===== src/hw/rtl/bpa_pkg.sv =====
// Shared types and constants for the bitmap page allocator.
`default_nettype none

package bpa_pkg;

	localparam int OPC_W     = 2;
	localparam int START_W   = 12;
	localparam int CNT_W     = 13;
	localparam int TOTAL_W   = 13;
	localparam int FOUND_W   = 12;
	localparam int USED_W    = 13;
	localparam int WORD_BITS = 8;
	localparam int WORD_SH   = 3;
	localparam int IN_DATA_W  = 32;
	localparam int OUT_DATA_W = 32;

	localparam logic [USED_W-1:0] USED_MAX = 13'h1FFF;

	typedef enum logic [OPC_W-1:0] {
		OP_ALLOC = 2'd0,
		OP_FREE  = 2'd1,
		OP_MARK  = 2'd2,
		OP_QUERY = 2'd3
	} opcode_t;

	typedef enum logic [1:0] {
		WM_SCAN  = 2'd0,
		WM_SET   = 2'd1,
		WM_CLR   = 2'd2,
		WM_QUERY = 2'd3
	} walk_mode_t;

	typedef enum logic [2:0] {
		ST_CLEAR = 3'd0,
		ST_IDLE  = 3'd1,
		ST_PREP  = 3'd2,
		ST_SCAN  = 3'd3,
		ST_CHECK = 3'd4,
		ST_WALK  = 3'd5,
		ST_RESP  = 3'd6
	} state_t;

	typedef struct packed {
		logic load;
		logic scan_go;
		logic walk_go;
		logic fail;
	} cmd_t;

	typedef struct packed {
		logic clearing;
		logic done;
		logic hit;
		logic alloc_bad;
		logic range_empty;
		logic is_alloc;
	} status_t;

endpackage

`default_nettype wire


===== src/hw/rtl/bpa_ctrl.sv =====
// Controller state machine for the bitmap page allocator.
`default_nettype none

module bpa_ctrl (
	input  wire               clk,
	input  wire               arst_n,
	input  wire               s_tvalid,
	output logic              s_tready,
	output logic              m_tvalid,
	input  wire               m_tready,
	input  wire bpa_pkg::status_t status,
	output bpa_pkg::cmd_t     cmd
);
	import bpa_pkg::*;

	state_t state_q;
	state_t state_d;

	always_ff @(posedge clk or negedge arst_n) begin
		if (!arst_n) begin
			state_q <= ST_CLEAR;
		end else begin
			state_q <= state_d;
		end
	end

	always_comb begin
		state_d = state_q;
		case (state_q)
			ST_CLEAR: begin
				if (!status.clearing) state_d = ST_IDLE;
			end
			ST_IDLE: begin
				if (s_tvalid) state_d = ST_PREP;
			end
			ST_PREP: begin
				if (status.is_alloc) begin
					state_d = status.alloc_bad ? ST_RESP : ST_SCAN;
				end else begin
					state_d = status.range_empty ? ST_RESP : ST_WALK;
				end
			end
			ST_SCAN: begin
				if (status.done) state_d = ST_CHECK;
			end
			ST_CHECK: begin
				state_d = status.hit ? ST_WALK : ST_RESP;
			end
			ST_WALK: begin
				if (status.done) state_d = ST_RESP;
			end
			ST_RESP: begin
				if (m_tready) state_d = ST_IDLE;
			end
			default: state_d = ST_CLEAR;
		endcase
	end

	always_comb begin
		cmd      = '0;
		s_tready = 1'b0;
		m_tvalid = 1'b0;
		case (state_q)
			ST_IDLE: begin
				s_tready = 1'b1;
				cmd.load = s_tvalid;
			end
			ST_PREP: begin
				if (status.is_alloc) begin
					cmd.fail    = status.alloc_bad;
					cmd.scan_go = !status.alloc_bad;
				end else begin
					cmd.walk_go = !status.range_empty;
				end
			end
			ST_CHECK: begin
				cmd.walk_go = status.hit;
				cmd.fail    = !status.hit;
			end
			ST_RESP: begin
				m_tvalid = 1'b1;
			end
			default: begin
				cmd = '0;
			end
		endcase
	end

endmodule

`default_nettype wire


===== config.mk =====
export PLATFORM = sky130hd
export DESIGN_NAME = bpa_ctrl
export DESIGN_NICKNAME = d
export VERILOG_FILES = /design/src/hw/rtl/bpa_pkg.sv /design/src/hw/rtl/bpa_ctrl.sv
export SDC_FILE = /design/constraint.sdc
export NUM_CORES = 1
export LEC_CHECK = 0
export BUFFER_PORTS_ARGS = -buffer_cell sky130_fd_sc_hd__buf_2
export CAP_MARGIN = 30
export CELL_PAD_IN_SITES_DETAIL_PLACEMENT = 1
export CELL_PAD_IN_SITES_GLOBAL_PLACEMENT = 1
export CORE_AREA = 10 10 47 49
export DETAILED_ROUTE_END_ITERATION = 7
export DIE_AREA = 0 0 57 59
export PLACE_DENSITY = 0.69
export SYNTH_ARGS = -nofsm -noshare
export SYNTH_HDL_FRONTEND = slang
export SYNTH_SLANG_ARGS = --single-unit

===== constraint.sdc =====
create_clock -name clk -period 2 [get_ports clk]
set_clock_uncertainty 0.2 [all_clocks]
set_input_delay 0.4 -clock clk [delete_from_list [all_inputs] [get_ports clk]]
set_output_delay 0.4 -clock clk [all_outputs]
set_load 0.02 [all_outputs]

==> Yosys cells after proc, flatten, opt, wreduce, memory -nomap -nowiden <==
Index checks and enable logic that the tools add are counted.
{ "totals": {"latch_bits": 0, "reg_bits": 3, "mem_bits_rw": 0, "n_memories": 0, "output_inout_bits": 6, "rom_bits": 0} }
{ "classes": {"n_mux": 18, "magnitude_cmp": 0, "div_mod_pow": 0, "n_mul": 0, "eq_ne": 11, "shifts": 0, "reduce_logical": 5, "bitwise_logic": 0, "n_addsub": 0} }
{ "ops": {"columns": ["op", "count"], "rows": [
  ["$mux 3", 7],
  ["$pmux 3 s7", 1],
  ["$ne 2x2->1 const B", 5],
  ["$eq 3x3->1 const B", 3],
  ["$mux 1", 7],
  ["$eq 3x2->1 const B", 2],
  ["$reduce_and 5->1", 1],
  ["$mux 2", 2],
  ["$pmux 2 s2", 1],
  ["$eq 3x1->1 const B", 1],
  ["$logic_not 1->1", 3],
  ["$logic_not 3->1", 1]
]} }

==> Logic depth before layout (Yosys ltp) <==
Gate-level depths: netlist of run 1.
{ "logic_depth": {"word_depth": 3, "depth_mapped": 5} }

==> Least setup slack after synthesis of run 1 <==
Ideal clock, no wire load.
{ "synth_timing": {"path_kind": "flip-flop to output port", "start": "register state_q[2]", "end": "output cmd[1] (netlist bit)", "path_slack_ps": 193, "n_path_buf": 0, "stages_incl_launch_ff": 3, "arrival_time_ps": 1207, "t_required_ps": 1400, "path_cell_list": "dfrtp_1 or4b_1 a21oi_2"} }
{ "synth_lines": {"columns": ["element", "line", "text"], "rows": [
  ["from (decl)", "bpa_ctrl.sv:16", "state_t state_q;"],
  ["from (signal assigned)", "bpa_ctrl.sv:23", "state_q <= state_d;"],
  ["to (decl)", "bpa_ctrl.sv:12", "output bpa_pkg::cmd_t cmd"]
]} }

==> flow_summary.ini, run 1 <==
[worst_setup_path]
crit_slowest_cell = or4b_1
cp_cell_sequence = or4b_1, a21oi_2, buf_4
critPathRequiredTime_ns = 1.40
critPathCaptureType = primary output
critical_path.top_delay_family = simple AND/OR/NAND/NOR gates
crit_path_start_kind = flop
crit_type = reg2out
cp.buffers_inverters = 1
worst_ep_arrival_time_ns = 1.41
critPathMaxStageDelay_ns = 0.48
ff2ff_path_depth = 6
path_depth = 3
crit_fanout = 2

[synthesis]
synthTopCellsByArea = dfrtp_1 22%, nor2b_1 7.5%, mux2_2 6.7%, nor2_1 6.7%, nand2b_1 5.6%
synth_seq_area_share_pct = 22.4
synth_warnings = 0
async_flop_share_pct = 100
synth_enable_flop_cells = 0
yosys.area.top_type_share_pct = 22.4
synthesis.area_um2 = 335
ys_seq_elements = 3
avgSynthCellArea_um2 = 7.62
syn_nets = 54
netlist_instances = 44
synth_cell_type_count = 25
synth_flop_cell = dfrtp_1
synth_top_area_cell = dfrtp_1

[layout]
multi_input_area_um2 = 240
nets = 79
postLayoutCoreUtil_pct = 36.9
area_growth_syn_to_layout_pct = 54.1
design_area_um2 = 517
antenna_cells = 0
register_area_um2 = 76.3
drive_above_1_share_pct = 45.6
fillers = 190
reg.largest.list = state_q: 3 flops
largest_reg_flops = 3
fin_cells = 84
largest-register = state_q

[detailed_routing]
avgRoutedWirePerCell_um = 13.2
route.detailed.drc = 0
routed_wl_um = 1110
viasPerCell = 5.01
drt_first_iter_violations = 5
vias = 421
first_pass_iters = 2
postRouteAntennaNets = 0

[power_and_ir_drop]
p_leak_uw = 0.000245
total_power_uw = 772
p_per_area_nw_per_um2 = 1490
ir_worst_vdd_mv = 0.621

[global_route]
grt_antenna_before_repair = 0
grt_overflow = 0
grt_max_degree = 16
grtUsageTotal_pct = 6.58
grt_pass1_wl_um = 1860
grt_pass1_vias = 434

[sta]
maxSlewViolCount = 0
layout_min_cycle_time_ns = 2.01
hold-worst-slack_ns = 0.307
rsz0062_at_grt = true
final-hold-violation-count = 0
max_freq_mhz = 497
setup_viol = 1
finalCritPeriodShare_pct = 101
max_slew_margin_pct = 84.4
setup_ws_ns = -0.0130
worst_pin_slew_ns = 0.232

[floorplanning]
dieArea_um2 = 3360
die_w_um = 57
die-height_um = 59
rows = 14
start_util_pct = 23.9
io_pins = 16
coreArea_um2 = 1400

[clocking]
htree_levels = 1
clock_latency_ns = 0.23
cts-buffers-inserted = 3
cts_root_buf = clkbuf_4
clk_path_buf_depth = 2
cts.sinks = 3
cts.reportedPaths.clkPinSlew_ns = 0.04
cts_tree = built

[place]
dp_cells = 75
portBuffers = 15
dpl-instance-area_um2 = 435
hpwlAfterDp_um = 852
gp_congestion = 0.754

[flow_run]
cap_violations = 0

[min_path]
hold_class = in2async

[status]
failed_checks = setup timing
run_status = finished, violations left
cell usage in the layout, fill, tap and decap left out, drive strengths merged:
master and count:
clkbuf 4, and3b 1, o32ai 1, nor3 2
o221ai 1, or4b 1, nand3b 1, a221oi 1
dfrtp 3, a22o 1, nand2 1, buf 22
a32oi 1, o21ai 3, nor2b 4, nand2b 3
dlygate4sd3 1, nor2 6, mux2 2, a21oi 3
o31ai 1, inv 2, and2 1, a211oi 2
worst paths after layout:
kind	from	to	slack [ns]
max in group asynchronous	arst_n	state_q[0]$_DFFE_PN0P_	1.18
max reg2reg	state_q[2]$_DFFE_PN0P_	state_q[0]$_DFFE_PN0P_	0.34
min reg2reg	state_q[0]$_DFFE_PN0P_	state_q[0]$_DFFE_PN0P_	0.44
min in group clk	status[5]	state_q[0]$_DFFE_PN0P_	0.32
min	arst_n	state_q[2]$_DFFE_PN0P_	0.31
max	state_q[2]$_DFFE_PN0P_	cmd[1]	-0.01
stage by stage:
step,setup WS [ns],setup TNS [ns]
6_report,-0.0130,-0.0130
5_1_grt,-0.0683,-0.0703
4_1_cts,-0.0271,-0.0271
3_5_place_dp,0.0376,0
3_3_place_gp,0.0643,0
2_1_floorplan,0.193,0
Yosys cell counts, types with 2 or more instances:
| cell type | number |
|---|---|
| nor2_1 | 6 |
| buf_2 | 2 |
| mux2_2 | 2 |
| o21ai_0 | 2 |
| nor2b_1 | 4 |
| inv_1 | 2 |
| a21oi_1 | 2 |
| nor3_1 | 2 |
| dfrtp_1 | 3 |
| nand2b_1 | 3 |
| a211oi_1 | 2 |
routing by layer:
metal | up-vias | global-route usage (%) | part of all wire [%]
met3 | 0 | 1.72 | 3.4
met2 | 7 | 11.2 | 54
met1 | 205 | 7.51 | 42
li1 | 209 | - | -
met5 | - | 0 | 0
met4 | 0 | 3.02 | 0
logic make-up after synthesis:
family          after synthesis  share of synthesized area (%)
simple gates                 20                           33.6
buf+inv                       5                           7.46
compound gates               14                           29.9
mux                           2                           6.72
flops                         3                           22.4
cell type report:
cell class	count	area share [%]
clock buffer	4	5.08
inverter	2	1.45
multi-input combinational	36	46.5
sequential	3	14.8
tap	16	3.87
timing repair buffer	23	28.3
where the power goes:
| part | leakage (µW) | switching (µW) | internal (µW) |
|---|---|---|---|
| registers | 0.0000354 | 33.8 | 96.0 |
| logic | 0.000195 | 281 | 258 |
| clock network | 0.0000150 | 29.2 | 74.6 |
| total | 0.000245 | 344 | 429 |
timing repair:
action	CTS	global route
hold buffers	1	0
resized for setup	2	4
gates cloned	0	0
endpoints found under the setup margin	2	4
buffers inserted	1	3
pin swaps	2	1
endpoints found under the hold margin	3	0
No activity file was read; power rests on OpenSTA's default activity.
==> run 2, diff against run 1 <==
--- a/config.mk
+++ b/config.mk
@@ -10,6 +10,7 @@
 export CELL_PAD_IN_SITES_DETAIL_PLACEMENT = 1
 export CELL_PAD_IN_SITES_GLOBAL_PLACEMENT = 1
 export CORE_AREA = 10 10 47 49
+export CTS_BUF_LIST = sky130_fd_sc_hd__clkbuf_8 sky130_fd_sc_hd__clkbuf_16
 export DETAILED_ROUTE_END_ITERATION = 7
 export DIE_AREA = 0 0 57 59
 export PLACE_DENSITY = 0.69
==> run 2 against run 1 <==
  * The run still ends with setup timing left
  * Register-to-register slack worse by 0.03 ns
  * Flip-flop and latch count stayed put
  * Sequential share of layout area is 0.55 points lower
  * Combinational power is 0.7% higher
  * Power is 9.0% higher
  * Worst setup slack better by 0.0087 ns
  * Critical endpoint unchanged
  * Highest routed layer unchanged
==> flow_summary.ini, run 2 (synthesized netlist as in run 1, its figures left out) <==
[layout]
reg.largest.list = state_q: 3 flops
largest_reg_flops = 3
fillers = 186
area_growth_syn_to_layout_pct = 60.1
layout_common_cells = 14 x buf_2, 6 x nor2_1, 6 x buf_4
largest-register = state_q
postLayoutCoreUtil_pct = 38.3
antenna_cells = 0
nets = 79
drive_above_1_share_pct = 45.6
final_common_cell = buf_2

[worst_setup_path]
critPathMaxStageDelay_ns = 0.49
cp.buffers_inverters = 1
crit_slowest_cell = or4b_1
critPathRequiredTime_ns = 1.40
worst_ep_arrival_time_ns = 1.40
critPathCaptureType = primary output
cp_cell_sequence = or4b_1, a21oi_2, buf_6
critical_path.top_delay_family = simple AND/OR/NAND/NOR gates
crit_type = reg2out
crit_fanout = 2
crit_path_start_kind = flop

[status]
failed_checks = setup timing
run_status = finished, violations left

[detailed_routing]
viasPerCell = 5.06
first_pass_iters = 2
avgRoutedWirePerCell_um = 13.6
postRouteAntennaNets = 0
routed_wl_um = 1140
vias = 425
route.detailed.drc = 0
drt_first_iter_violations = 4

[flow_run]
cap_violations = 0

[clocking]
clk_path_buf_depth = 2
cts.sinks = 3
cts_root_buf = clkbuf_8
htree_levels = 1
clock_latency_ns = 0.21
cts-buffers-inserted = 3
cts_tree = built
cts.reportedPaths.clkPinSlew_ns = 0.03

[power_and_ir_drop]
p_per_area_nw_per_um2 = 1570
p_leak_uw = 0.000258
ir_worst_vdd_mv = 0.720
total_power_uw = 842

[floorplanning]
die-height_um = 59
io_pins = 16
coreArea_um2 = 1400
rows = 14
die_w_um = 57
start_util_pct = 23.9
dieArea_um2 = 3360

[place]
hpwlAfterDp_um = 852
portBuffers = 15
gp_congestion = 0.754

[global_route]
grt_pass1_wl_um = 1870
grt_antenna_before_repair = 0
grt_pass1_vias = 429
grt_overflow = 0
grtUsageTotal_pct = 6.71
grt_max_degree = 16

[sta]
rsz0062_at_grt = true
maxSlewViolCount = 0
setup_ws_ns = -0.00438
setup_viol = 1
layout_min_cycle_time_ns = 2.00
finalCritPeriodShare_pct = 100
max_freq_mhz = 499
final-hold-violation-count = 0
worst_pin_slew_ns = 0.223
max_slew_margin_pct = 85.0

[min_path]
hold_class = in2async
==> run 2: changes by cell type in the layout (fill, tap and decap cells not counted) <==
cell / before / now
inv_1: 2 / 3
clkbuf_1: 1 / 0
buf_6: 1 / 2
clkbuf_8: 0 / 3
buf_2: 13 / 14
buf_4: 8 / 6
clkbuf_4: 3 / 0
==> run 2: through the flow <==
| step | hold WS, ns | setup WS, ns | cell area (µm²) | cells | TNS [ns] |
|---|---|---|---|---|---|
| 2_1_floorplan | -0.0956 | 0.193 | 335 | 44 | 0 |
| 3_3_place_gp | -0.00541 | 0.0643 | 435 | 75 | 0 |
| 3_5_place_dp | -0.00223 | 0.0376 | 435 | 75 | 0 |
| 4_1_cts | 0.304 | -0.00977 | 502 | 81 | -0.00977 |
| 5_1_grt | 0.329 | -0.0381 | 537 | 84 | -0.0381 |
| 6_report | 0.313 | -0.00438 | 537 | 84 | -0.00438 |
==> run 2: per-layer routing <==
layer	up-vias	wire length (µm)	global-route usage (%)	share of wire [%]
met5	-	0	0	0
met4	0	0	4.03	0
met3	0	31	1.72	2.7
met2	7	605	11.2	53
met1	208	505	7.51	44
li1	210	-	-	-
==> run 2: worst register-to-register path: stages, from the launching register on <==
cell and delay, ns:
dfrtp_1 0.38, or4b_1 0.49, a21oi_2 0.19, buf_4 0.13
buf_4 0.09, o21ai_1 0.06, nand2_1 0.08
==> run 2: final timing paths <==
check                                  startpoint                     end  slack, ns  cells past startpoint
max                        state_q[2]$_DFFE_PN0P_                  cmd[1]     -0.004                      3
min                                        arst_n  state_q[1]$_DFFE_PN0P_       0.31                      2
max reg2reg                state_q[2]$_DFFE_PN0P_  state_q[0]$_DFFE_PN0P_       0.31                      6
min reg2reg                state_q[0]$_DFFE_PN0P_  state_q[0]$_DFFE_PN0P_       0.43                      2
max in group asynchronous                  arst_n  state_q[0]$_DFFE_PN0P_       1.17                      2
min in group clk                        status[5]  state_q[0]$_DFFE_PN0P_       0.34                      4
==> run 2: layout make-up <==
class	count	area [µm²]	area share [%]
Multi-Input combinational cell	36	240	44.8
Timing Repair Buffer	23	148	27.5
Sequential cell	3	76.3	14.2
Clock buffer	3	41.3	7.69
Tap cell	16	20.0	3.73
Inverter	2	7.51	1.40
Clock inverter	1	3.75	0.699
==> run 2: what timing repair did <==
action	in CTS	in global routing
pin swaps	2	1
setup endpoints to repair	2	4
resized for setup	2	4
buffers inserted	1	3
hold buffers	1	0
hold endpoints to repair	3	0
==> run 2: where the power goes <==
part / switching (µW) / internal, µW / leakage, µW
sequential: 33.9 / 96.2 / 0.0000354
combinational: 285 / 258 / 0.000196
clock: 37.8 / 130 / 0.0000269
